`config.mk`:
```
export PLATFORM = sky130hd
export DESIGN_NAME = mcfp_div
export DESIGN_NICKNAME = d
export VERILOG_FILES = /design/src/design/motor_command_frame_packer_defines.svh /design/src/design/mcfp_pkg.sv /design/src/design/mcfp_div.sv
export SDC_FILE = /design/constraint.sdc
export NUM_CORES = 2
export LEC_CHECK = 0
export ABC_AREA = 1
export BUFFER_PORTS_ARGS = -buffer_cell sky130_fd_sc_hd__buf_4
export CAP_MARGIN = 20
export CORE_UTILIZATION = 55
export DETAILED_ROUTE_END_ITERATION = 8
export PLACE_DENSITY = 0.79
export SETUP_SLACK_MARGIN = 0.1
export SLEW_MARGIN = 20
export SYNTH_ARGS = -nofsm -noshare
export SYNTH_HDL_FRONTEND = slang
export SYNTH_SLANG_ARGS = --single-unit
```
`constraint.sdc`:
```
create_clock -name i_clk -period 4.2 [get_ports i_clk]
set_clock_uncertainty 0.05 [all_clocks]
set_input_delay 0.84 -clock i_clk [delete_from_list [all_inputs] [get_ports i_clk]]
set_output_delay 0.84 -clock i_clk [all_outputs]
set_load 0.01 [all_outputs]
```
`src/design/motor_command_frame_packer_defines.svh`:
```
// ----------------------------------------------------------------------------
// Motor command frame packer assertion macros
// Shared concurrent check macros, clocked on i_clk and disabled in reset.
// ----------------------------------------------------------------------------
`ifndef MOTOR_COMMAND_FRAME_PACKER_DEFINES_SVH
`define MOTOR_COMMAND_FRAME_PACKER_DEFINES_SVH

// Same-cycle implication check.
`define MCFP_ASSERT_IMPL(label, ante, cons) \
    label: assert property (@(posedge i_clk) disable iff (!i_rst_n) (ante) |-> (cons)) \
        else $error("mcfp: same-cycle check failed");

// Next-cycle implication check.
`define MCFP_ASSERT_NEXT(label, ante, cons) \
    label: assert property (@(posedge i_clk) disable iff (!i_rst_n) (ante) |=> (cons)) \
        else $error("mcfp: next-cycle check failed");

`endif

```
`src/design/mcfp_pkg.sv`:
```
// ----------------------------------------------------------------------------
// Motor command frame packer package
// Widths, field offsets, register codes and fixed bounds shared by the design.
// ----------------------------------------------------------------------------
package mcfp_pkg;

    localparam int FRAC_BITS = 16;

    localparam int ADDR_W     = 10;
    localparam int ID_W       = 11;
    localparam int PAYLOAD_W  = 64;
    localparam int IN_W       = 32;
    localparam int POS_LIM_W  = 29;
    localparam int VEL_LIM_W  = 26;
    localparam int TRQ_LIM_W  = 26;
    localparam int CFG_IDX_W  = 2;
    localparam int CFG_DATA_W = 29;

    localparam int POS_CODE_W = 16;
    localparam int CODE_W     = 12;

    // Internal value width covers the input range and the largest gain bound.
    localparam int GAIN_W = FRAC_BITS + 9;
    localparam int VAL_W  = (GAIN_W + 1 > IN_W + 1) ? GAIN_W + 1 : IN_W + 1;
    localparam int SPAN_W = VAL_W - 1;
    localparam int QUO_W  = POS_CODE_W;
    localparam int NUM_W  = SPAN_W + QUO_W;

    localparam int FRONT_STG = 3;
    localparam int DIV_STG   = QUO_W;
    localparam int NSTG      = FRONT_STG + DIV_STG;

    localparam int NLANE     = 5;
    localparam int LANE_POS  = 0;
    localparam int LANE_VEL  = 1;
    localparam int LANE_KP   = 2;
    localparam int LANE_KD   = 3;
    localparam int LANE_TRQ  = 4;

    localparam int S_TDATA_W = ((ADDR_W + NLANE * IN_W + 7) / 8) * 8;
    localparam int M_TDATA_W = ((ID_W + PAYLOAD_W + 7) / 8) * 8;
    localparam int ADDR_LSB  = 0;
    localparam int POS_LSB   = ADDR_LSB + ADDR_W;
    localparam int VEL_LSB   = POS_LSB + IN_W;
    localparam int KP_LSB    = VEL_LSB + IN_W;
    localparam int KD_LSB    = KP_LSB + IN_W;
    localparam int TRQ_LSB   = KD_LSB + IN_W;

    localparam logic [CFG_IDX_W-1:0] CFG_POS_LIMIT = CFG_IDX_W'(0);
    localparam logic [CFG_IDX_W-1:0] CFG_VEL_LIMIT = CFG_IDX_W'(1);
    localparam logic [CFG_IDX_W-1:0] CFG_TRQ_LIMIT = CFG_IDX_W'(2);

    typedef logic signed [VAL_W-1:0] t_val;
    typedef logic [SPAN_W-1:0]       t_span;
    typedef logic [NUM_W-1:0]        t_num;
    typedef logic [QUO_W-1:0]        t_quo;
    typedef logic [NSTG-1:0]         t_stg_en;

    localparam logic [POS_LIM_W-1:0] POS_LIMIT_RESET = POS_LIM_W'(64'd191 << (FRAC_BITS - 1));
    localparam logic [VEL_LIM_W-1:0] VEL_LIMIT_RESET = VEL_LIM_W'(64'd45 << FRAC_BITS);
    localparam logic [TRQ_LIM_W-1:0] TRQ_LIMIT_RESET = TRQ_LIM_W'(64'd18 << FRAC_BITS);

    localparam t_val KP_BOUND = VAL_W'(64'd500 << FRAC_BITS);
    localparam t_val KD_BOUND = VAL_W'(64'd5 << FRAC_BITS);

    localparam logic [ID_W-1:0] ID_HIGH_BIT = ID_W'(1) << ADDR_W;

endpackage

```
`src/design/mcfp_div.sv`:
```
// ----------------------------------------------------------------------------
// Pipelined restoring divider
// Produces one quotient bit per register stage; the user must hold the
// configuration-register divisor steady while items are in flight; unenforced.
// ----------------------------------------------------------------------------
module mcfp_div
    import mcfp_pkg::*;
(
    input  logic               i_clk,
    input  logic [DIV_STG-1:0] i_en,
    input  t_num               i_num,
    input  t_span              i_span,
    output t_quo               o_quo
);

    t_span r_rem [DIV_STG-1];
    t_quo  r_lq  [DIV_STG];

    for (genvar k = 0; k < DIV_STG; k++) begin : g_stage
        t_span          rem_in;
        t_quo           lq_in;
        logic [SPAN_W:0] trial;
        logic           q_bit;

        if (k == 0) begin : g_first
            assign rem_in = i_num[NUM_W-1:QUO_W];
            assign lq_in  = i_num[QUO_W-1:0];
        end else begin : g_next
            assign rem_in = r_rem[k-1];
            assign lq_in  = r_lq[k-1];
        end

        assign trial = {rem_in, lq_in[QUO_W-1]};
        assign q_bit = (trial >= {1'b0, i_span});

        always_ff @(posedge i_clk) begin
            if (i_en[k]) begin
                r_lq[k] <= {lq_in[QUO_W-2:0], q_bit};
            end
        end

        if (k < DIV_STG - 1) begin : g_rem
            logic [SPAN_W:0] n_diff;
            t_span           n_rem;

            assign n_diff = trial - {1'b0, i_span};
            assign n_rem  = q_bit ? n_diff[SPAN_W-1:0] : trial[SPAN_W-1:0];

            always_ff @(posedge i_clk) begin
                if (i_en[k]) begin
                    r_rem[k] <= n_rem;
                end
            end
        end
    end

    assign o_quo = r_lq[DIV_STG-1];

endmodule

```
==> results.cfg <==
[floorplan]
core_area_sq_mm = 0.122
die_area_sq_mm = 0.125
rows = 128
fp.dieW_um = 353
die_y_um = 353
pin_count = 113
start_util_pct = 55.5

[flow_run]
cap_viol_max_count = 0

[clocking]
postCtsHoldBufs = 0
clk_latency_ns = 0.73
cts_tree = yes
cts_buffer_depth = 3
root_buffer = clkbuf_16
clkSinkCount = 736
cts_setup_buffers = 0
clkTransAtPathRegs_ns = 0.06
post_cts_resized = 0
numCtsBuffers = 89
h-tree-depth = 3

[sta]
rsz0062_at_grt = false
maxSlewHeadroom_pct = 43.6
final-hold-violation-count = 0
fmax_mhz = 280
tns_ns = 0
fin_crit_ns = 3.57
worstMarginPinSlew_ns = 0.844
final_max_slew_viol_count = 0
setup_viol = 0
finalCritPeriodShare_pct = 85.0

[drt]
drt_first_pass_iters = 6
drt_iter0_drc = 6499
drt-total-wl_um = 233000
detail_route.wl_per_cell_um = 19.3
vias_per_cell = 5.42
num_vias = 65600
drc = 0
ant_nets = 0

[worst_setup_path]
critical_path.cell_chain = buf_4, clkinv_1, buf_12, ha_1, inv_1, o21bai_1, nand2_1, nand2_1, a21oi_1, nand2_1, nor2_4, nand2_8, nand2_1, nand2_1
path_common_cell = nand2_1
cpMaxStageDelayCell = nor2_4
crit_type = input pin to flop
worst_path_largest_cell_delay_ns = 0.62
crit_fanout = 35
r2r_cells = 9
critPathLaunchType = input pin
arrival_ns = 3.98
cp.required_ns = 4.61
endpoint_kind = flop

[yosys]
avgSynthCellArea_sq_um = 6.62
synthArstFlopShare_pct = 0
synth_cell_type_count = 37
ys_warn_count = 0
netlist_area_sq_mm = 0.0678
synth_edf_count = 736
synthCells = 10200
synth_top_area_share_pct = 32.6
ys.flop_type = edfxtp_1
synth_area_leaders = edfxtp_1 (33%), nand2_1 (24%), inv_1 (10%)
syn_nets = 10900
synth_seq_cells = 736
seq_area_frac_synth_pct = 32.6
yosysTopAreaCell = edfxtp_1

[placement]
hpwl_um = 181000
place_inst = 11900
io_buffer_count = 112
place_congestion = 1.03

[final_layout]
area_growth_pct = 9.09
drive_above_1_share_pct = 6.12
mostFrequentLayoutCell = nand2_1
fillers = 11700
stdcell_count = 12100
nets = 11000
layout_common_cells = nand2_1 (4317), inv_1 (1847), nand3_1 (843), edfxtp_1 (736), nor2_1 (596)

[power]
peakVddDrop_v = 0.000468
power.density_mw_per_mm2 = 737
p_leak_nw = 40.3

[grt]
grt_overflow_total = 0
antenna_found_initial = 7
grt_pass1_wl_um = 351000
grt_use_total_pct = 36.7
grt_pass1_vias = 61500
grt_max_degree = 49

[status]
status = finished clean

[worst_hold_path]
worst_hold_path_type = input pin to flop
hold_depth = 1
[cell families after synthesis]
family / after synthesis / synth area share (%)
simple gates: 6379 / 40.0
fa+ha+maj: 527 / 9.89
compound gates: 366 / 2.78
xor+xnor: 211 / 2.73
flops: 736 / 32.6
buf+inv: 2017 / 12.0
[per-layer routing]
| metal | global-route usage [%] | vias up | share of wire, % |
|---|---|---|---|
| met1 | 44.8 | 29600 | 39 |
| met3 | 5.52 | 790 | 8.0 |
| li1 | - | 32300 | - |
| met2 | 59.9 | 2834 | 45 |
| met5 | 0 | - | 0.027 |
| met4 | 25.3 | 10 | 7.9 |
[area by class of cell]
cell class,instances,area (sq um),area share (%)
antenna,2,5.00,0.00677
clock buffer,93,2240,3.03
multi-input combinational,7483,37600,50.8
sequential,736,22100,29.9
tap,1625,2030,2.75
timing repair buffer,212,1990,2.69
clock inverter,72,918,1.24
inverter,1884,7070,9.57
[stage by stage]
stage | instance area, sq um | setup slack, ns | hold WS (ns) | utilization [%] | total power, mW
after floorplan | 67800 | 1.37 | 0.350 | - | 36.6
after global placement | 70800 | -0.00593 | 0.350 | 58.0 | 44.9
after detailed placement | 70800 | -0.0121 | 0.355 | 58.0 | 45.4
after CTS | 73900 | 0.745 | 0.206 | 60.6 | 54.0
after global routing | 73900 | 0.424 | 0.214 | 60.6 | 58.7
final | 73900 | 0.629 | 0.240 | 60.6 | 54.5
[flip-flops by register name, summed over array words and instances (netlist names)]
name / flops
r_rem: 480
r_lq: 256
[cell usage after synthesis, types with 16 or more instances]
master and count:
a21oi_1 305, and2_1 73, buf_2 76, buf_6 39, edfxtp_1 736, ha_1 512
inv_1 1872, nand2_1 4317, nand2_2 53, nand2_4 16, nand3_1 843, nand3_2 90
nand3b_1 115, nand4_1 52, nor2_1 596, nor2_2 61, nor3_1 127, o21ai_0 32
o21bai_1 18, xnor2_1 19, xor2_1 192
[worst max-delay path: cells and delay by family]
family | cells | cell delay [ns]
and+or+nand+nor | 7 | 1.39
buffers and inverters | 4 | 1.17
adders and majority gates | 1 | 0.33
AOI/OAI and AO/OA | 2 | 0.20
[where the power goes]
group,leakage (nW),internal [mW],switching [mW]
combinational,31.6,10.4,21.2
sequential,7.23,12.0,2.54
clock,1.53,4.93,3.46
[path summary, 6_finish.rpt]
| path | startpoint | end | slack, ns |
|---|---|---|---|
| min | i_num[12] | r_lq[0][13] | 0.24 |
| max reg2reg | r_rem[0][187] | r_rem[0][222] | 1.02 |
| max | i_span[30] | r_rem[0][133] | 0.63 |
| min reg2reg | r_lq[0][9] | r_lq[0][26] | 0.36 |
Note: power is estimated with default switching activity, not from simulation.
