File: src/design/motor_command_frame_packer_defines.svh
// ----------------------------------------------------------------------------
// Motor command frame packer assertion macros
// Shared concurrent check macros, clocked on i_clk and disabled in reset.
// ----------------------------------------------------------------------------
`ifndef MOTOR_COMMAND_FRAME_PACKER_DEFINES_SVH
`define MOTOR_COMMAND_FRAME_PACKER_DEFINES_SVH

// Same-cycle implication check.
`define MCFP_ASSERT_IMPL(label, ante, cons) \
    label: assert property (@(posedge i_clk) disable iff (!i_rst_n) (ante) |-> (cons)) \
        else $error("mcfp: same-cycle check failed");

// Next-cycle implication check.
`define MCFP_ASSERT_NEXT(label, ante, cons) \
    label: assert property (@(posedge i_clk) disable iff (!i_rst_n) (ante) |=> (cons)) \
        else $error("mcfp: next-cycle check failed");

`endif

File: src/design/mcfp_pkg.sv
// ----------------------------------------------------------------------------
// Motor command frame packer package
// Widths, field offsets, register codes and fixed bounds shared by the design.
// ----------------------------------------------------------------------------
package mcfp_pkg;

    localparam int FRAC_BITS = 16;

    localparam int ADDR_W     = 10;
    localparam int ID_W       = 11;
    localparam int PAYLOAD_W  = 64;
    localparam int IN_W       = 32;
    localparam int POS_LIM_W  = 29;
    localparam int VEL_LIM_W  = 26;
    localparam int TRQ_LIM_W  = 26;
    localparam int CFG_IDX_W  = 2;
    localparam int CFG_DATA_W = 29;

    localparam int POS_CODE_W = 16;
    localparam int CODE_W     = 12;

    // Internal value width covers the input range and the largest gain bound.
    localparam int GAIN_W = FRAC_BITS + 9;
    localparam int VAL_W  = (GAIN_W + 1 > IN_W + 1) ? GAIN_W + 1 : IN_W + 1;
    localparam int SPAN_W = VAL_W - 1;
    localparam int QUO_W  = POS_CODE_W;
    localparam int NUM_W  = SPAN_W + QUO_W;

    localparam int FRONT_STG = 3;
    localparam int DIV_STG   = QUO_W;
    localparam int NSTG      = FRONT_STG + DIV_STG;

    localparam int NLANE     = 5;
    localparam int LANE_POS  = 0;
    localparam int LANE_VEL  = 1;
    localparam int LANE_KP   = 2;
    localparam int LANE_KD   = 3;
    localparam int LANE_TRQ  = 4;

    localparam int S_TDATA_W = ((ADDR_W + NLANE * IN_W + 7) / 8) * 8;
    localparam int M_TDATA_W = ((ID_W + PAYLOAD_W + 7) / 8) * 8;
    localparam int ADDR_LSB  = 0;
    localparam int POS_LSB   = ADDR_LSB + ADDR_W;
    localparam int VEL_LSB   = POS_LSB + IN_W;
    localparam int KP_LSB    = VEL_LSB + IN_W;
    localparam int KD_LSB    = KP_LSB + IN_W;
    localparam int TRQ_LSB   = KD_LSB + IN_W;

    localparam logic [CFG_IDX_W-1:0] CFG_POS_LIMIT = CFG_IDX_W'(0);
    localparam logic [CFG_IDX_W-1:0] CFG_VEL_LIMIT = CFG_IDX_W'(1);
    localparam logic [CFG_IDX_W-1:0] CFG_TRQ_LIMIT = CFG_IDX_W'(2);

    typedef logic signed [VAL_W-1:0] t_val;
    typedef logic [SPAN_W-1:0]       t_span;
    typedef logic [NUM_W-1:0]        t_num;
    typedef logic [QUO_W-1:0]        t_quo;
    typedef logic [NSTG-1:0]         t_stg_en;

    localparam logic [POS_LIM_W-1:0] POS_LIMIT_RESET = POS_LIM_W'(64'd191 << (FRAC_BITS - 1));
    localparam logic [VEL_LIM_W-1:0] VEL_LIMIT_RESET = VEL_LIM_W'(64'd45 << FRAC_BITS);
    localparam logic [TRQ_LIM_W-1:0] TRQ_LIMIT_RESET = TRQ_LIM_W'(64'd18 << FRAC_BITS);

    localparam t_val KP_BOUND = VAL_W'(64'd500 << FRAC_BITS);
    localparam t_val KD_BOUND = VAL_W'(64'd5 << FRAC_BITS);

    localparam logic [ID_W-1:0] ID_HIGH_BIT = ID_W'(1) << ADDR_W;

endpackage

File: src/design/mcfp_ctrl.sv
// ----------------------------------------------------------------------------
// Pipeline flow control
// Tracks a valid bit per stage and lets each stage load whenever no full
// run of stages up to the output is held by the receiver.
// ----------------------------------------------------------------------------
`include "motor_command_frame_packer_defines.svh"

module mcfp_ctrl
    import mcfp_pkg::*;
(
    input  logic    i_clk,
    input  logic    i_rst_n,
    input  logic    i_s_valid,
    input  logic    i_m_ready,
    output logic    o_s_ready,
    output logic    o_m_valid,
    output t_stg_en o_en
);

    localparam t_stg_en FULL = '1;

    t_stg_en r_valid;
    t_stg_en n_valid;
    t_stg_en ready;
    t_stg_en upper;
    logic    in_acc;
    logic    out_acc;

    always_comb begin
        for (int k = 0; k < NSTG; k++) begin
            upper    = FULL << k;
            ready[k] = i_m_ready || ((r_valid & upper) != upper);
        end
        n_valid[0] = ready[0] ? i_s_valid : r_valid[0];
        for (int k = 1; k < NSTG; k++) begin
            n_valid[k] = ready[k] ? r_valid[k-1] : r_valid[k];
        end
    end

    always_ff @(posedge i_clk) begin
        if (!i_rst_n) begin
            r_valid <= '0;
        end else begin
            r_valid <= n_valid;
        end
    end

    assign o_en      = ready;
    assign o_s_ready = ready[0];
    assign o_m_valid = r_valid[NSTG-1];

    assign in_acc  = i_s_valid && o_s_ready;
    assign out_acc = o_m_valid && i_m_ready;

    `MCFP_ASSERT_IMPL(a_blocked_only_when_full, !o_s_ready, (r_valid == FULL) && !i_m_ready)
    `MCFP_ASSERT_IMPL(a_open_when_drained, i_m_ready, o_s_ready)
    `MCFP_ASSERT_NEXT(a_count_hold, in_acc == out_acc, $countones(r_valid) == $past($countones(r_valid)))
    `MCFP_ASSERT_NEXT(a_count_up, in_acc && !out_acc, $countones(r_valid) == $past($countones(r_valid)) + 1)
    `MCFP_ASSERT_NEXT(a_count_down, !in_acc && out_acc, $countones(r_valid) + 1 == $past($countones(r_valid)))

endmodule

File: config.mk
export PLATFORM = sky130hd
export DESIGN_NAME = mcfp_ctrl
export DESIGN_NICKNAME = d
export VERILOG_FILES = /design/src/design/mcfp_pkg.sv /design/src/design/mcfp_ctrl.sv
export VERILOG_INCLUDE_DIRS = /design/src /design/src/design
export SDC_FILE = /design/constraint.sdc
export NUM_CORES = 1
export LEC_CHECK = 0
export ABC_AREA = 1
export BUFFER_PORTS_ARGS = -buffer_cell sky130_fd_sc_hd__buf_2
export CAP_MARGIN = 20
export CORE_MARGIN = 4
export CORE_UTILIZATION = 40
export DETAILED_ROUTE_END_ITERATION = 12
export HOLD_SLACK_MARGIN = 0.06
export PLACE_DENSITY = 0.71
export SYNTH_ARGS = -nofsm -noshare
export SYNTH_HDL_FRONTEND = slang
export SYNTH_SLANG_ARGS = --single-unit
File: constraint.sdc
create_clock -name i_clk -period 1.76 [get_ports i_clk]
set_clock_uncertainty 0.15 [all_clocks]
set_input_delay 0.088 -clock i_clk [delete_from_list [all_inputs] [get_ports i_clk]]
set_output_delay 0.088 -clock i_clk [all_outputs]
set_load 0.01 [all_outputs]
==> results of run 1 <==
per-layer routing:
| metal | wire length (µm) | up-vias | GRT usage | share of wire |
|---|---|---|---|---|
| li1 | - | 460 | - | - |
| met1 | 940 | 404 | 0.162 | 0.46 |
| met2 | 1000 | 20 | 0.226 | 0.48 |
| met3 | 88 | 4 | 0.0280 | 0.043 |
| met4 | 31 | 0 | 0.0694 | 0.015 |
| met5 | 0 | - | 0 | 0 |
area by class of cell:
cell class	count	share of cell area
multi-input combinational	82	0.359
timing repair buffer	31	0.164
sequential	19	0.338
clock buffer	4	0.0232
inverter	26	0.0862
tap	27	0.0298
timing repair:
item / 4_1_cts / 5_1_grt
endpoints found under the setup margin: 0 / 6
hold buffers: 5 / 0
hold endpoints to repair: 9 / 0
buffers inserted: 0 / 2
gates resized for setup: 0 / 2
cell families after synthesis:
family	after synthesis	synth area share
and+or+nand+nor	67	0.360
buffers and inverters	28	0.122
DFF	19	0.425
AOI/OAI and AO/OA	15	0.0936
power breakdown:
part / internal, mW / switching (mW)
clock: 0.0880 / 0.126
sequential: 0.433 / 0.00226
combinational: 0.0110 / 0.0134
total: 0.532 / 0.141
cells in the final DEF, fill, tap and decap left out, types with 2 or more instances in the layout:
master and n:
nand2_2 3, dfxtp_2 2, o21a_1 2, nand4_1 2, nand3_1 7, dlygate4sd3_1 5, buf_4 2, a21oi_1 12
inv_2 2, nand2_1 26, clkbuf_4 3, nor2_4 3, buf_2 24, dfxtp_1 17, nor2_2 2, nand3b_1 2
inv_1 23, nor2_1 20
path summary, 6_finish.rpt:
check        slack (ns)                        to                startpoint
max                0.07                   o_en[3]  r_valid[14]$_SDFFE_PN0P_
min                0.11  r_valid[12]$_SDFFE_PN0P_                 i_m_ready
max reg2reg        0.40  r_valid[18]$_SDFFE_PN0P_  r_valid[18]$_SDFFE_PN0P_
min reg2reg        0.31   r_valid[1]$_SDFFE_PN0P_   r_valid[0]$_SDFFE_PN0P_
stage by stage:
step / std cells / instance area [µm²] / TNS (ns) / hold WS [ns] / util
6_report: 189 / 1130 / 0 / 0.113 / 0.555
4_1_cts: 187 / 1110 / 0 / 0.0927 / 0.546
2_1_floorplan: 129 / 896 / 0 / 0.0555 / -
3_5_place_dp: 178 / 1040 / 0 / 0.181 / 0.509
3_3_place_gp: 178 / 1040 / 0 / 0.158 / 0.509
5_1_grt: 189 / 1130 / -0.0211 / 0.138 / 0.555
worst max-delay path: cells and delay by family, from the launching register on:
family | cells | cell delay [ns]
buffers and inverters | 1 | 0.15
AND/OR/NAND/NOR | 4 | 0.64
flip-flops | 1 | 0.38
==> key figures, run 1 <==
Worst setup path
  – Crit path required time: about 1.5 ns
  – Worst path cell trace: nand2_1 -> nor2_1 -> nand3_1 -> nand3b_1 -> buf_2
  – Largest fanout on the critical path: 4
  – Crit end category: output port
  – Worst Setup Start Kind: flip-flop
  – Worst r2r path cells: 3
  – Max stage delay cell, worst path: dfxtp_1
  – Slowest stage delay, CP: 0.38 ns
  – Arrival time worst endpoint: about 1.5 ns
  – Kind of critical path: reg -> out

Clock tree
  – CTS H-tree depth: 1
  – Later-pin clock latency in the skew report: 0.29 ns
  – Clock Path Buffers: 2
  – Reg clk slew, reported paths: 0.11 ns
  – TritonCTS clock tree: done
  – CTS Root Cell: clkbuf_4
  – Clk sink count: 19
  – Inserted Clock Buffers: 3

Timing
  – Fmax: 0.593 GHz
  – Final setup vio count: 0
  – Fin crit share: 0.959
  – Final worst-path setup slack: approximately 0.073 ns
  – Worst-Margin Slew: 0.473 ns
  – Hold Vio Cnt, Final: 0
  – Slew headroom: 0.683
  – Max Slew Vio Count: 0
  – Tmin final: 1.69 ns

Floorplan
  – # IOs: 25
  – Num rows: 16
  – Die height: 55.3 µm
  – Initial Util: 0.439
  – Die width: 55.3 µm
  – Die area: 3060 µm²
  – Area of the core: 2040 µm²

Placement
  – I/O Buffers: 24
  – Final GP Congestion: 0.840
  – Post-DP HPWL: around 1.6 mm
  – Dpl ws: 0.346 ns

Routing
  – Drt wl/cell: 10.9 µm
  – Pre-Repair DR Iteration Count: 7
  – Via-to-Cell Ratio: 4.70
  – Final ANT Viol Nets: 0
  – Vias: 888
  – Initial DRC count: 21
  – Post-Route WL: 2.06 mm
  – # DRC: 0

Synth
  – Most common cell in the netlist: nand2_1
  – Synth top area share: 0.425
  – Synth cell count leaders: nand2_1, inv_1, nor2_1
  – Post-synth cell types: 19
  – Syn_area_per_cell: 6.94 µm²
  – Synth top area cells: dfxtp_1, nand2_1, inv_1
  – Post-synthesis cell area: 896 µm²
  – Ys async rst share: 0
  – Yosys warns: 0
  – Synthesized net count: about 130
  – Main synth FF type: dfxtp_1
  – Post-synth EDFFs: 0
  – Sequential fraction of the synthesis area: 0.425
  – Count of state elements after synthesis: 19
  – Synth area leader: dfxtp_1
  – Post-Syn Instances: 129

Run status
  – Status: completed

GRT
  – Initial antenna violation count: 0
  – GRT Overall Usage: 0.136
  – First-pass GRT wire length: 3.39 mm
  – Vias in the first global route: just over 800
  – Grt ovf: 0
  – Largest net degree at the start of global routing: 18

Power
  – Final Power: 0.674 mW
  – Worst ir drop on vdd: between 0.4 and 0.5 mV
  – Power density over the cells: ~590 nW/µm²
  – Leak: 0.385 nW

Finish
  – Diode count: 0
  – Top reg by flops: r_valid
  – Number of nets in the layout: 167
  – Sequential cell area: 383 µm²
  – Layout area overhead: 26.4%
  – Share of cells above drive strength 1: 0.265
  – Max reg flops: 19
  – Multi-input gate area: 407 µm²
  – Filler cell count: 215
  – Largest registers: r_valid (19)

Min path
  – Tightest Hold Check Type: in -> reg
  – Hold path depth: 6

Flow run
  – Max Cap Viol: 0
Note: power is estimated with default switching activity, not from simulation.
==> run 2, diff against run 1 <==
--- a/config.mk
+++ b/config.mk
@@ -13,7 +13,7 @@
 export CORE_UTILIZATION = 40
 export DETAILED_ROUTE_END_ITERATION = 12
 export HOLD_SLACK_MARGIN = 0.06
-export PLACE_DENSITY = 0.71
+export PLACE_DENSITY_LB_ADDON = 0.1
 export SYNTH_ARGS = -nofsm -noshare
 export SYNTH_HDL_FRONTEND = slang
 export SYNTH_SLANG_ARGS = --single-unit
==> key figures, run 2 (same netlist as run 1, synthesis figures left out) <==
Power
  – Power density over the cells: 580 nW/µm² (was 595 nW/µm²)
  – Final Power: 0.678 mW (was 0.674 mW)
  – Leak: 0.391 nW (was 0.385 nW)
  – Worst ir drop on vdd: 0.405 mV (was 0.487 mV)

GRT
  – Largest net degree at the start of global routing: 18 (unchanged)
  – Initial antenna violation count: 0 (unchanged)
  – First-pass GRT wire length: 3.56 mm (was 3.39 mm)
  – GRT Overall Usage: 0.138 (was 0.136)
  – Grt ovf: 0 (unchanged)
  – Vias in the first global route: 802 (was 828)

Worst setup path
  – Largest fanout on the critical path: 4 (unchanged)
  – Crit end category: output port (unchanged)
  – Kind of critical path: reg -> out (unchanged)
  – Slowest stage delay, CP: 0.39 ns (was 0.38 ns)
  – Max stage delay cell, worst path: dfxtp_1 (unchanged)
  – Arrival time worst endpoint: 1.43 ns (was 1.45 ns)
  – Worst path cell trace: nand2_1 -> nor2_2 -> nand3_1 -> nand3b_1 -> buf_2 (was nand2_1 -> nor2_1 -> nand3_1 -> nand3b_1 -> buf_2)
  – CP delay by family, top: simple AND/OR/NAND/NOR gates (unchanged)
  – WP buf/inv: 1 (unchanged)
  – Crit path required time: 1.52 ns (about the same)
  – Worst Setup Start Kind: flip-flop (unchanged)

Routing
  – Via-to-Cell Ratio: 4.69 (was 4.70)
  – Post-Route WL: 2.12 mm (was 2.06 mm)
  – # DRC: 0 (unchanged)
  – Drt wl/cell: 11.1 µm (was 10.9 µm)
  – Initial DRC count: 32 (was 21)
  – Final ANT Viol Nets: 0 (unchanged)
  – Vias: 896 (was 888)
  – Pre-Repair DR Iteration Count: 4 (was 7)

Finish
  – Number of nets in the layout: 169 (was 167)
  – Largest registers: r_valid (19) (unchanged)
  – Most common cell after layout, fill and taps aside: nand2_1 (unchanged)
  – Fin cells: 191 (was 189)
  – Diode count: 0 (unchanged)
  – Most frequent cells in the layout: nand2_1, buf_2, inv_1, nor2_1, dfxtp_1 (unchanged)
  – Top reg by flops: r_valid (unchanged)
  – Filler cell count: 201 (was 215)
  – Layout area overhead: 30.6% (was 26.4%)
  – Share of cells above drive strength 1: 0.293 (was 0.265)
  – Max reg flops: 19 (unchanged)

Floorplan
  – # IOs: 25 (unchanged)
  – Die height: 55.3 µm (unchanged)
  – Initial Util: 0.439 (unchanged)
  – Num rows: 16 (unchanged)
  – Die width: 55.3 µm (unchanged)
  – Die area: 3060 µm² (unchanged)
  – Area of the core: 2040 µm² (unchanged)

Clock tree
  – Inserted Clock Buffers: 3 (unchanged)
  – TritonCTS clock tree: done (unchanged)
  – Clk sink count: 19 (unchanged)
  – CTS Root Cell: clkbuf_4 (unchanged)
  – Reg clk slew, reported paths: 0.11 ns (about the same)
  – Later-pin clock latency in the skew report: 0.29 ns (about the same)
  – Clock Path Buffers: 2 (unchanged)
  – CTS H-tree depth: 1 (unchanged)

Placement
  – I/O Buffers: 24 (unchanged)
  – Post-DP HPWL: 1.57 mm (was 1.56 mm)
  – Inst Count DP: 178 (unchanged)
  – Final GP Congestion: 0.760 (was 0.840)

Timing
  – Slew headroom: 0.660 (was 0.683)
  – Fmax: 0.598 GHz (was 0.593 GHz)
  – Max Slew Vio Count: 0 (unchanged)
  – Fin crit share: 0.950 (was 0.959)
  – Hold Vio Cnt, Final: 0 (unchanged)
  – Final setup vio count: 0 (unchanged)
  – Worst-Margin Slew: 0.507 ns (was 0.473 ns)
  – Tmin final: 1.67 ns (was 1.69 ns)

Flow run
  – Max Cap Viol: 0 (unchanged)

Run status
  – Status: completed (unchanged)

Min path
  – Tightest Hold Check Type: in -> reg (unchanged)
-- run 2: through the flow --
stage / setup slack (ns) / hold WS, ns / instance area, µm² / util / TNS [ns]
5_1_grt: -0.00268 / 0.147 / 1170 / 0.573 / -0.00362
3_3_place_gp: 0.359 / 0.160 / 1040 / 0.509 / 0
6_report: 0.0877 / 0.133 / 1170 / 0.573 / 0
4_1_cts: 0.0134 / 0.104 / 1140 / 0.556 / 0
3_5_place_dp: 0.355 / 0.159 / 1040 / 0.509 / 0
2_1_floorplan: 0.317 / 0.0555 / 896 / - / 0
-- run 2: layer usage --
metal	vias to the layer above	part of all wire	global-route usage	routed length (µm)
met4	0	0.0057	0.0347	12
met1	400	0.47	0.194	997
li1	466	-	-	-
met2	28	0.47	0.213	1000
met3	2	0.052	0.0303	110
met5	-	0	0	0
-- run 2: tightest hold or removal path, delay by kind of cell --
family	cells	cell delay, ns
and+or+nand+nor	4	0.28
buffers and inverters	2	0.17
-- run 2: path summary, 6_finish.rpt --
path	start	endpoint	slack, ns	cells after the start
max	r_valid[14]$_SDFFE_PN0P_	o_en[3]	0.09	5
min	i_m_ready	r_valid[16]$_SDFFE_PN0P_	0.13	6
max reg2reg	r_valid[17]$_SDFFE_PN0P_	r_valid[15]$_SDFFE_PN0P_	0.12	5
min reg2reg	r_valid[2]$_SDFFE_PN0P_	r_valid[3]$_SDFFE_PN0P_	0.31	2
-- run 2: repair_timing --
action | CTS | global route
hold buffers | 7 | 0
resized for setup | 0 | 8
hold endpoints to repair | 9 | 0
endpoints found under the setup margin | 0 | 10
buffers inserted | 0 | 2
-- run 2: final cells by class --
cell class                      count  area (µm²)  area share
Clock inverter                      1        5.00     0.00428
Multi-Input combinational cell     82         422       0.360
Clock buffer                        3        22.5      0.0193
Tap cell                           27        33.8      0.0289
Sequential cell                    19         384       0.328
Inverter                           26        97.6      0.0834
Timing Repair Buffer               33         205       0.175
-- run 2: where the power goes --
| part | total [mW] | switching (mW) | internal (mW) |
|---|---|---|---|
| Sequential | 0.436 | 0.00245 | 0.433 |
| Clock | 0.219 | 0.135 | 0.0845 |
| Combinational | 0.0232 | 0.0136 | 0.00961 |
