[src/design/motor_command_frame_packer_defines.svh]
// ----------------------------------------------------------------------------
// Motor command frame packer assertion macros
// Shared concurrent check macros, clocked on i_clk and disabled in reset.
// ----------------------------------------------------------------------------
`ifndef MOTOR_COMMAND_FRAME_PACKER_DEFINES_SVH
`define MOTOR_COMMAND_FRAME_PACKER_DEFINES_SVH

// Same-cycle implication check.
`define MCFP_ASSERT_IMPL(label, ante, cons) \
    label: assert property (@(posedge i_clk) disable iff (!i_rst_n) (ante) |-> (cons)) \
        else $error("mcfp: same-cycle check failed");

// Next-cycle implication check.
`define MCFP_ASSERT_NEXT(label, ante, cons) \
    label: assert property (@(posedge i_clk) disable iff (!i_rst_n) (ante) |=> (cons)) \
        else $error("mcfp: next-cycle check failed");

`endif

[src/design/mcfp_pkg.sv]
// ----------------------------------------------------------------------------
// Motor command frame packer package
// Widths, field offsets, register codes and fixed bounds shared by the design.
// ----------------------------------------------------------------------------
package mcfp_pkg;

    localparam int FRAC_BITS = 16;

    localparam int ADDR_W     = 10;
    localparam int ID_W       = 11;
    localparam int PAYLOAD_W  = 64;
    localparam int IN_W       = 32;
    localparam int POS_LIM_W  = 29;
    localparam int VEL_LIM_W  = 26;
    localparam int TRQ_LIM_W  = 26;
    localparam int CFG_IDX_W  = 2;
    localparam int CFG_DATA_W = 29;

    localparam int POS_CODE_W = 16;
    localparam int CODE_W     = 12;

    // Internal value width covers the input range and the largest gain bound.
    localparam int GAIN_W = FRAC_BITS + 9;
    localparam int VAL_W  = (GAIN_W + 1 > IN_W + 1) ? GAIN_W + 1 : IN_W + 1;
    localparam int SPAN_W = VAL_W - 1;
    localparam int QUO_W  = POS_CODE_W;
    localparam int NUM_W  = SPAN_W + QUO_W;

    localparam int FRONT_STG = 3;
    localparam int DIV_STG   = QUO_W;
    localparam int NSTG      = FRONT_STG + DIV_STG;

    localparam int NLANE     = 5;
    localparam int LANE_POS  = 0;
    localparam int LANE_VEL  = 1;
    localparam int LANE_KP   = 2;
    localparam int LANE_KD   = 3;
    localparam int LANE_TRQ  = 4;

    localparam int S_TDATA_W = ((ADDR_W + NLANE * IN_W + 7) / 8) * 8;
    localparam int M_TDATA_W = ((ID_W + PAYLOAD_W + 7) / 8) * 8;
    localparam int ADDR_LSB  = 0;
    localparam int POS_LSB   = ADDR_LSB + ADDR_W;
    localparam int VEL_LSB   = POS_LSB + IN_W;
    localparam int KP_LSB    = VEL_LSB + IN_W;
    localparam int KD_LSB    = KP_LSB + IN_W;
    localparam int TRQ_LSB   = KD_LSB + IN_W;

    localparam logic [CFG_IDX_W-1:0] CFG_POS_LIMIT = CFG_IDX_W'(0);
    localparam logic [CFG_IDX_W-1:0] CFG_VEL_LIMIT = CFG_IDX_W'(1);
    localparam logic [CFG_IDX_W-1:0] CFG_TRQ_LIMIT = CFG_IDX_W'(2);

    typedef logic signed [VAL_W-1:0] t_val;
    typedef logic [SPAN_W-1:0]       t_span;
    typedef logic [NUM_W-1:0]        t_num;
    typedef logic [QUO_W-1:0]        t_quo;
    typedef logic [NSTG-1:0]         t_stg_en;

    localparam logic [POS_LIM_W-1:0] POS_LIMIT_RESET = POS_LIM_W'(64'd191 << (FRAC_BITS - 1));
    localparam logic [VEL_LIM_W-1:0] VEL_LIMIT_RESET = VEL_LIM_W'(64'd45 << FRAC_BITS);
    localparam logic [TRQ_LIM_W-1:0] TRQ_LIMIT_RESET = TRQ_LIM_W'(64'd18 << FRAC_BITS);

    localparam t_val KP_BOUND = VAL_W'(64'd500 << FRAC_BITS);
    localparam t_val KD_BOUND = VAL_W'(64'd5 << FRAC_BITS);

    localparam logic [ID_W-1:0] ID_HIGH_BIT = ID_W'(1) << ADDR_W;

endpackage

[src/design/mcfp_scale.sv]
// ----------------------------------------------------------------------------
// Clamp and scale front end
// Clamps one value to its range, offsets it to zero and multiplies it by the
// full-scale code, over three register stages.
// ----------------------------------------------------------------------------
module mcfp_scale
    import mcfp_pkg::*;
(
    input  logic                   i_clk,
    input  logic [FRONT_STG-1:0]   i_en,
    input  logic signed [IN_W-1:0] i_value,
    input  t_val                   i_lo,
    input  t_val                   i_hi,
    input  logic                   i_wide,
    output t_num                   o_num
);

    t_val  x_ext;
    t_val  diff;
    t_val  r_clamp;
    t_val  n_clamp;
    t_span r_offset;
    t_span n_offset;
    t_num  r_num;
    t_num  n_num;
    t_num  offset_ext;

    always_comb begin
        x_ext = VAL_W'(i_value);
        if (x_ext < i_lo) begin
            n_clamp = i_lo;
        end else if (x_ext > i_hi) begin
            n_clamp = i_hi;
        end else begin
            n_clamp = x_ext;
        end

        diff     = r_clamp - i_lo;
        n_offset = diff[SPAN_W-1:0];

        offset_ext = NUM_W'(r_offset);
        if (i_wide) begin
            n_num = (offset_ext << POS_CODE_W) - offset_ext;
        end else begin
            n_num = (offset_ext << CODE_W) - offset_ext;
        end
    end

    always_ff @(posedge i_clk) begin
        if (i_en[0]) begin
            r_clamp <= n_clamp;
        end
        if (i_en[1]) begin
            r_offset <= n_offset;
        end
        if (i_en[2]) begin
            r_num <= n_num;
        end
    end

    assign o_num = r_num;

endmodule

[config.mk]
export PLATFORM = sky130hd
export DESIGN_NAME = mcfp_scale
export DESIGN_NICKNAME = d
export VERILOG_FILES = /design/src/design/motor_command_frame_packer_defines.svh /design/src/design/mcfp_pkg.sv /design/src/design/mcfp_scale.sv
export SDC_FILE = /design/constraint.sdc
export NUM_CORES = 1
export LEC_CHECK = 0
export BUFFER_PORTS_ARGS = -buffer_cell sky130_fd_sc_hd__buf_2
export CAP_MARGIN = 10
export CORE_ASPECT_RATIO = 1.2
export CORE_MARGIN = 3
export CORE_UTILIZATION = 57
export DETAILED_ROUTE_END_ITERATION = 16
export PLACE_DENSITY_LB_ADDON = 0.08
export SLEW_MARGIN = 20
export SYNTH_ARGS = -nofsm -noshare
export SYNTH_HDL_FRONTEND = slang
export SYNTH_SLANG_ARGS = --single-unit
[constraint.sdc]
create_clock -name i_clk -period 4.38 [get_ports i_clk]
set_input_delay 0.438 -clock i_clk [delete_from_list [all_inputs] [get_ports i_clk]]
set_output_delay 0.438 -clock i_clk [all_outputs]
set_load 0.01 [all_outputs]
==> metrics list, run 1 <==
* Top-level port count: 151
* Worst path buffer plus inverter count: 1
- F_max: around 290 MHz
- Post-Synth Adder-Cell Area: between 15 and 20%
* Run status: finished, final reports clean
- The worst-case IR drop observed on VDD is ~0.3 mV.
- In this run, the number of DRC markers left after iteration 0 of detailed routing was about 570.
- Synth Cell Area: between 10,000 and 15,000 um2
* Global-route track usage on met2: between 40% and 50%
- Wire length of the first global-routing pass: about 42,000 um
- In this run the tool buffered the top-level ports with 150 buffer cells.
* Class of the tightest hold or removal check: in -> reg
* Dominant register cell in the synthesized netlist: edfxtp_1
- Setup repair after global routing missed its margin: no
- Required arrival time at the worst endpoint: approximately 4500 ps
- M3 GR Usage: 2.49%
* Placement row count: between 50 and 60
- The die is roughly 150 um tall.
- Using the TritonRoute via totals, the vias-per-cell ratio works out to 5.94.
- For the pin with the worst max-slew slack, the measured transition is about 1000 ps.
- Once detail routing completed, the nets flagged for antenna violations numbered 0.
* Most frequent cell after synthesis: ha_1
* Critical path data arrival time: roughly 3600 ps
- In this run, synthesis inferred between 100 and 150 flip-flops with an integrated enable.
- Summing the areas of all compound-gate instances in the mapped netlist gives about a fifth of the synthesized area.
* Worst reg2reg setup slack: between 800 and 900 ps
- Clock-pin slew was measured on the worst setup and hold paths at about 70 ps.
- Of the total synthesized cell area, the portion taken by AND, OR, NAND and NOR gates is 16.5%.
- Post-route DRC violation count: 0
- Instance count of the mapped netlist: between 1,000 and 1,500
- Antenna violations before repair: 0
- Summed over all nets, the half-perimeter wirelength after detailed placement is just over 20,000 um.
* Fin Clk Skew: about 6 ps
* CTS tree: done
- For this block, the via count after detailed routing is 9,119.
- Number of max-slew violations in the final report: 0
* Worst setup EP type: flop
- Core outline area: approximately 18,000 um2
- Ranking of synthesized cells by area: edfxtp_1 32%, ha_1 16%, xnor2_1 5.4%, a21oi_1 4.4%, o21ai_0 4.1%
- Ys async rst share: 0%
* Ant. Diodes: 0
* Area share of the largest cell type after synthesis: around a third
* Worst-case setup slack after placement: 676 ps
- The H-tree was split into 3 levels.
- The share of the Yosys chip area taken by registers is 32.1%.
- Critical Path Slowest Stage Cell: edfxtp_1
* Multiplexer fraction of the synthesized cell area: 1.53%
- After filler insertion, the fill cell instance count of the layout stands at roughly 1,500.
* Area growth from synthesis to layout: 11.8%
- Summed over all layers, the global routing overflow is 0.
- The number of clock buffers added by TritonCTS is 9.
- CTS root buffer: clkbuf_16
* Yosys warning total: 0
- Final core area utilization: around 66%
- For the final routed database, the setup TNS stands at 0 ps.
- Floorplan die width: 130 um
- Entering global routing, the biggest net connects about 50 pins.
* Placer's final routability congestion estimate: just over 0.9
- Met1 capacity usage during global routing: 35.1%
- Via count of the first global-routing pass: 8,697
* Highest cell delay on the worst timing path: roughly 520 ps
- The final critical path takes up about four fifths of the cycle.
- Subtracting the final worst setup slack from the clock period gives 3490 ps.
- The first detailed-routing pass ran for 5 iterations.
- Gates resized during post-CTS repair numbered 0.
- Measured against its own limit, the worst slew margin works out to 32.2%.
* Average routed wire per standard cell: approximately 17 um
- Power density over cell area: ~470 nW/um2
- The die covers roughly 20,000 um2.
- After synthesis, the most frequently instantiated cells are 133 x ha_1, 112 x edfxtp_1, 104 x inv_1, 99 x nor2_1, 93 x a21oi_1.
- Synthesis-stage register bit count: 112
* Syn_nets: between 1,000 and 1,500
* Gr usage total: between 20% and 30%
- For this design the static power due to leakage is approximately 5.3 nW.
* Number of sinks driven by the clock tree: ~110
* Maximum fanout along the worst path: 7
- Setup violations remaining at the end of the flow were counted as 0.
- The clock reaches the later pin of the worst-skew pair after roughly 360 ps.
- The tool flagged a number of max-cap violations equal to 0.
* Routed wire length: about 26,000 um
- Number of standard cells in the final layout excluding fillers: between 1,500 and 2,000
* Crit path max-delay family: compound AO/OA/AOI/OAI gates
- CP most frequent cell: o21ai_1
* Share of layout cells above drive strength 1: around 15%
- The number of setup buffers added after CTS is 0.
- The final layout contains around 1,500 nets.
- Bufs on Longest Clock Path: 2
* Min setup slack post-route: a little under 900 ps
- Summing all placed instances gives a cell area of around 11,000 um2.
- The number of placed instances, taps included, is 1,520.
- Post-synthesis cell type count: between 60 and 70
- Of the total synthesized cell area, the portion taken by XOR and XNOR cells is roughly 7.6%.
* Average instance area after synthesis: between 8 and 9 um2
- Cell type with the highest aggregate area in the netlist: edfxtp_1
- Dominant combinational cell family by area after synthesis: compound AO/OA/AOI/OAI gates
- Critical path start-end classification: reg -> reg
- met2 is the most crowded layer.
- Post-CTS Hold Fix Bufs: 0
* Starting density of the core: between 50% and 60%
* Worst Setup Start Kind: flop
- Critical path cell sequence: inv_1, ha_1, nor4b_2, nand4_1, a211o_1, a31o_2, o21ai_1, nor2_1, nand3_1, o21ai_1
- Non-Filler Cell Area, Final: between 10,000 and 15,000 um2
* Final number of hold-violating endpoints: 0
-- final cells by class --
type / count / area, um2 / area share (%)
Multi-Input combinational cell: 929 / 6600 / 56.4
Sequential cell: 112 / 3360 / 28.8
Tap cell: 220 / 275 / 2.35
Clock buffer: 10 / 229 / 1.96
Inverter: 104 / 390 / 3.34
Clock inverter: 6 / 43.8 / 0.375
Timing Repair Buffer: 155 / 791 / 6.76
-- where the power goes --
group	internal (mW)	switching (mW)	leakage, nW
Sequential	1.57	0.196	1.10
Clock	0.390	0.392	0.128
Combinational	1.24	1.70	4.07
Total	3.20	2.29	5.30
-- final timing paths --
check                to  depth (start not counted)         from
max           o_num[45]                         10  r_offset[0]
min reg2reg    o_num[0]                          0  r_offset[0]
min          r_clamp[2]                          3      i_lo[2]
max reg2reg   o_num[45]                         10  r_offset[0]
-- layout by cell type (no fill, tap or decap), types with 4 or more instances in the layout --
| master | Yosys | final |
|---|---|---|
| a211oi_1 | 12 | 12 |
| a21o_1 | 55 | 55 |
| a21oi_1 | 93 | 93 |
| a31oi_1 | 39 | 39 |
| and2_1 | 8 | 8 |
| and3_1 | 12 | 12 |
| buf_2 | 1 | 149 |
| buf_4 | 0 | 6 |
| clkbuf_16 | 0 | 9 |
| edfxtp_1 | 112 | 112 |
| ha_1 | 133 | 133 |
| inv_1 | 104 | 104 |
| mux2i_1 | 16 | 16 |
| nand2_1 | 47 | 47 |
| nand2b_1 | 9 | 9 |
| nand3_1 | 52 | 52 |
| nand3b_1 | 4 | 4 |
| nand4_1 | 25 | 25 |
| nor2_1 | 99 | 99 |
| nor2b_1 | 9 | 9 |
| nor3_1 | 19 | 19 |
| nor3b_1 | 6 | 6 |
| nor4_1 | 10 | 10 |
| o211ai_1 | 6 | 6 |
| o21a_1 | 12 | 12 |
| o21ai_0 | 86 | 85 |
| o21ai_1 | 8 | 9 |
| o21bai_1 | 8 | 8 |
| o31a_1 | 4 | 4 |
| o31ai_1 | 4 | 4 |
| or2_2 | 6 | 6 |
| or3_1 | 5 | 5 |
| xnor2_1 | 65 | 65 |
| xor2_1 | 26 | 26 |
-- sequential cells by signal, indices dropped and copies added, names as in the netlist --
register / flops
r_clamp: 32
r_offset: 32
o_num: 48
-- worst reg2reg max path, stage by stage, from the launching register on --
cell and delay, ps:
edfxtp_1 520, inv_1 100, ha_1 190, nor4b_2 510, nand4_1 300, a211o_1 400, a31o_2 280, o21ai_1 460
nor2_1 170, nand3_1 180, o21ai_1 100
-- metal layers --
metal | wire [um] | vias up
met5 | 0 | -
met4 | 446 | 0
met3 | 1170 | 26
met2 | 12500 | 273
met1 | 11500 | 4179
li1 | - | 4641
-- cells by family after synthesis --
logic type | after synthesis
muxes | 16
adders and majority gates | 134
AOI/OAI and AO/OA | 355
xor gates and xnor gates | 91
DFF | 112
and+or+nand+nor | 333
buffers and inverters | 137
-- stage by stage --
step | power, mW | hold slack [ps]
3_3_place_gp | 4.65 | 661
3_5_place_dp | 4.68 | 662
4_1_cts | 5.47 | 435
6_report | 5.48 | 446
2_1_floorplan | 3.91 | 549
5_1_grt | 5.93 | 463
(Power assumes the default switching activity.)
==> inputs of run 2 (changes only) <==
--- a/config.mk
+++ b/config.mk
@@ -9,7 +9,7 @@
 export CAP_MARGIN = 10
 export CORE_ASPECT_RATIO = 1.2
 export CORE_MARGIN = 3
-export CORE_UTILIZATION = 57
+export CORE_UTILIZATION = 54
 export DETAILED_ROUTE_END_ITERATION = 16
 export PLACE_DENSITY_LB_ADDON = 0.08
 export SLEW_MARGIN = 20
==> constraint.sdc (replaced) <==
create_clock -name i_clk -period 3 [get_ports i_clk]
set_input_delay 0.3 -clock i_clk [delete_from_list [all_inputs] [get_ports i_clk]]
set_output_delay 0.3 -clock i_clk [all_outputs]
set_load 0.01 [all_outputs]
==> run 2 against run 1 <==
Against the previous run:
- clock power up 62%
- fmax is 20% higher
- total power grew 66%
- critical path type unchanged
- largest power group unchanged
- highest routed layer unchanged
==> metrics list, run 2 (synthesized netlist as in run 1, its figures left out) <==
- The flow ran to the end, and the final reports show no timing, DRC or antenna violations.
- Average routed wire per standard cell: 16.5 um (-1.2%)
- The final number of hold-violating endpoints is 0 (unchanged).
* Number of standard cells in the final layout excluding fillers: 1,683 (+9.6%)
* Core outline area: 18,900 um2 (+6.5%)
- Top-level port count: 151 (unchanged)
* Placed standard-cell area: 12,300 um2 (+7.3%)
* Setup violation total in the final timing report: 0 (unchanged)
- Global-route track usage on met2: 46.3% (+2.4 points)
- The clock network latency to the later pin of the worst-skew pair is 350 ps (about the same).
- Non-Filler Cell Area, Final: 13,000 um2 (+11%)
- GRT busiest layer: met2
* M3 GR Usage: 2.34% (-0.15 points)
- The overall power of the completed layout is 9.10 mW (+66%).
- The transition time at the pin with the least slew margin came to 790 ps (-227 ps).
- Critical path start-end classification: reg -> reg
- Starting DRC count in detailed routing: 599 (+4.7%)
- Starting density of the core: 55.3% (-3.6 points)
- The wire length of the first global-routing pass was 43,800 um (+3.6%).
* CTS root buffer: clkbuf_16
- The final core utilization is 68.7% (+2.9 points).
* Routed wire length: 27,700 um (+8.2%)
* First-pass iteration count of the detailed router: 6 (+1)
- Die area: 21,100 um2 (+5.3%)
- The global routing met1 resource utilization was 33.2% (-1.9 points).
* Post-DR vias/cell: 5.69 (-4.1%)
- The remaining routing DRC violations was 0 (unchanged).
* Commonest cells after routing, fill and taps aside: 149 x buf_2, 125 x ha_1, 112 x edfxtp_1
- Fin Clk Skew: 12.8 ps (+6.92 ps)
- Number of sinks driven by the clock tree: 112 (unchanged)
- Half-perimeter wire length of the detailed placement result: 22,500 um (+8.5%)
* Class of the tightest hold or removal check: in -> reg
- The global placement routability congestion is 0.965 (+4.2%).
* Port Buffers: 150 (unchanged)
* CTS tree: done
* Required arrival time at the worst endpoint: 3100 ps (-1350 ps)
- Max H-tree Level: 3 (unchanged)
* Final Hold Slack: 319 ps (-127 ps)
- Setup repair after global routing missed its margin: yes
* Via count of the first global-routing pass: 8,903 (+2.4%)
- The worst setup path is launched from a flop.
- Share of layout cells above drive strength 1: 24.8% (+10 points)
- The period utilization was 97.4% (+18 points).
- Area growth from synthesis to layout: 24.3%
* Antenna violations before repair: 0 (unchanged)
- The post-CTS clock slew at the launch and capture registers of the worst setup and hold paths was 80 ps (about the same).
- Total placed cells including tap cells: 1,653 (+8.8%)
- The width of the die came to 133 um (+2.6%).
- Number of max-capacitance violations reported: 0 (unchanged)
- Clock period minus worst slack: 2920 ps (-570 ps)
- The sum of negative setup slack is 0 ps (unchanged).
- Total grt overflow: 0 (unchanged)
- The worst-case headroom to the max-slew limit is 47.3% (+15 points).
* F_max: 342 MHz (+20%)
- Bufs on Longest Clock Path: 2 (unchanged)
- Largest net degree at the start of global routing: 49 (unchanged)
- The least setup slack across all paths after layout came to 79.3 ps (-810 ps).
- The peak fanout along the critical path was 3 (-4).
- The library cell used most frequently in the layout, excluding fill and tap cells, is buf_2.
- Via count: 9,583 (+5.1%)
- The cts-stage hold buffer count is 0 (unchanged).
* Num CTS Buffers: 9 (unchanged)
- Critical path data arrival time: 3020 ps (-540 ps)
* Placement row count: 55 (+3.8%)
- The remaining antenna violation count was 0 (unchanged).
* Worst-case setup slack after placement: -252 ps (-928 ps)
* Ant. Diodes: 0 (unchanged)
- The power density over the cells came to 700 nW/um2 (+49%).
- Max reg flops: 48 (unchanged)
* Number of max-slew violations in the final report: 0 (unchanged)
* DIE HEIGHT: 158 um (+2.6%)
- Worst setup EP type: flop
* Total number of nets in the final design: 1,659 (+7.2%)
- Highest ir drop seen on vdd: 0.422 mV (+40%)
- Gr usage total: 25.5% (-0.24 points)
- The leakage power of the design came to 5.92 nW (+12%).
[run 2: cell types whose count changed in the layout (fill, tap and decap cells not counted), moves of 4 or more]
| cell | change |
|---|---|
| buf_4 | +105 |
| ha_1 | -8 |
| inv_1 | -6 |
| inv_2 | +6 |
| buf_12 | +5 |
| a211oi_1 | -4 |
| a211oi_2 | +4 |
| a21oi_1 | -4 |
| a21oi_2 | +4 |
| a31oi_1 | -4 |
| ha_2 | +4 |
| ha_4 | +4 |
| nor4_1 | -4 |
| o21ai_0 | -4 |
[run 2: layout make-up]
cell class,instances,area [um2]
Inverter,104,390
Clock buffer,9,225
Clock inverter,7,100
Fill cell,1521,5920
Sequential cell,112,3360
Multi-Input combinational cell,929,6920
Tap cell,256,320
Timing Repair Buffer,266,1690
[run 2: final timing paths]
kind	start	end	slack [ps]	cells after the start
worst min register to register	r_offset[0]	o_num[0]	560	1
worst max-delay path	r_clamp[0]	r_offset[30]	80	11
worst max register to register	r_clamp[0]	r_offset[30]	80	11
worst min-delay path	i_lo[6]	r_clamp[6]	320	3
[run 2: repair_timing]
item                                    CTS  global route
pin swaps                                 6            18
buffers inserted                          6             8
endpoints found under the setup margin   20            26
gates resized for setup                  11            53
[run 2: critical path, stage by stage (launching register included)]
cell and delay [ps]:
edfxtp_1 330, inv_1 50, ha_2 170, fa_2 370
nor2b_4 130, o2111ai_2 130, and3_4 200, o41a_1 420
or3_4 380, a31oi_4 200, a31oi_2 130, xnor2_1 150
[run 2: layer usage]
| metal | part of all wire (%) | vias to the layer above |
|---|---|---|
| met5 | 0 | - |
| met4 | 1.4 | 0 |
| li1 | - | 4874 |
| met2 | 50 | 256 |
| met1 | 45 | 4428 |
| met3 | 3.7 | 25 |
[run 2: power breakdown]
part	leakage, nW	switching [mW]	internal (mW)
logic	4.67	2.95	2.42
clock network	0.151	0.600	0.674
registers	1.10	0.170	2.29
total	5.92	3.72	5.38
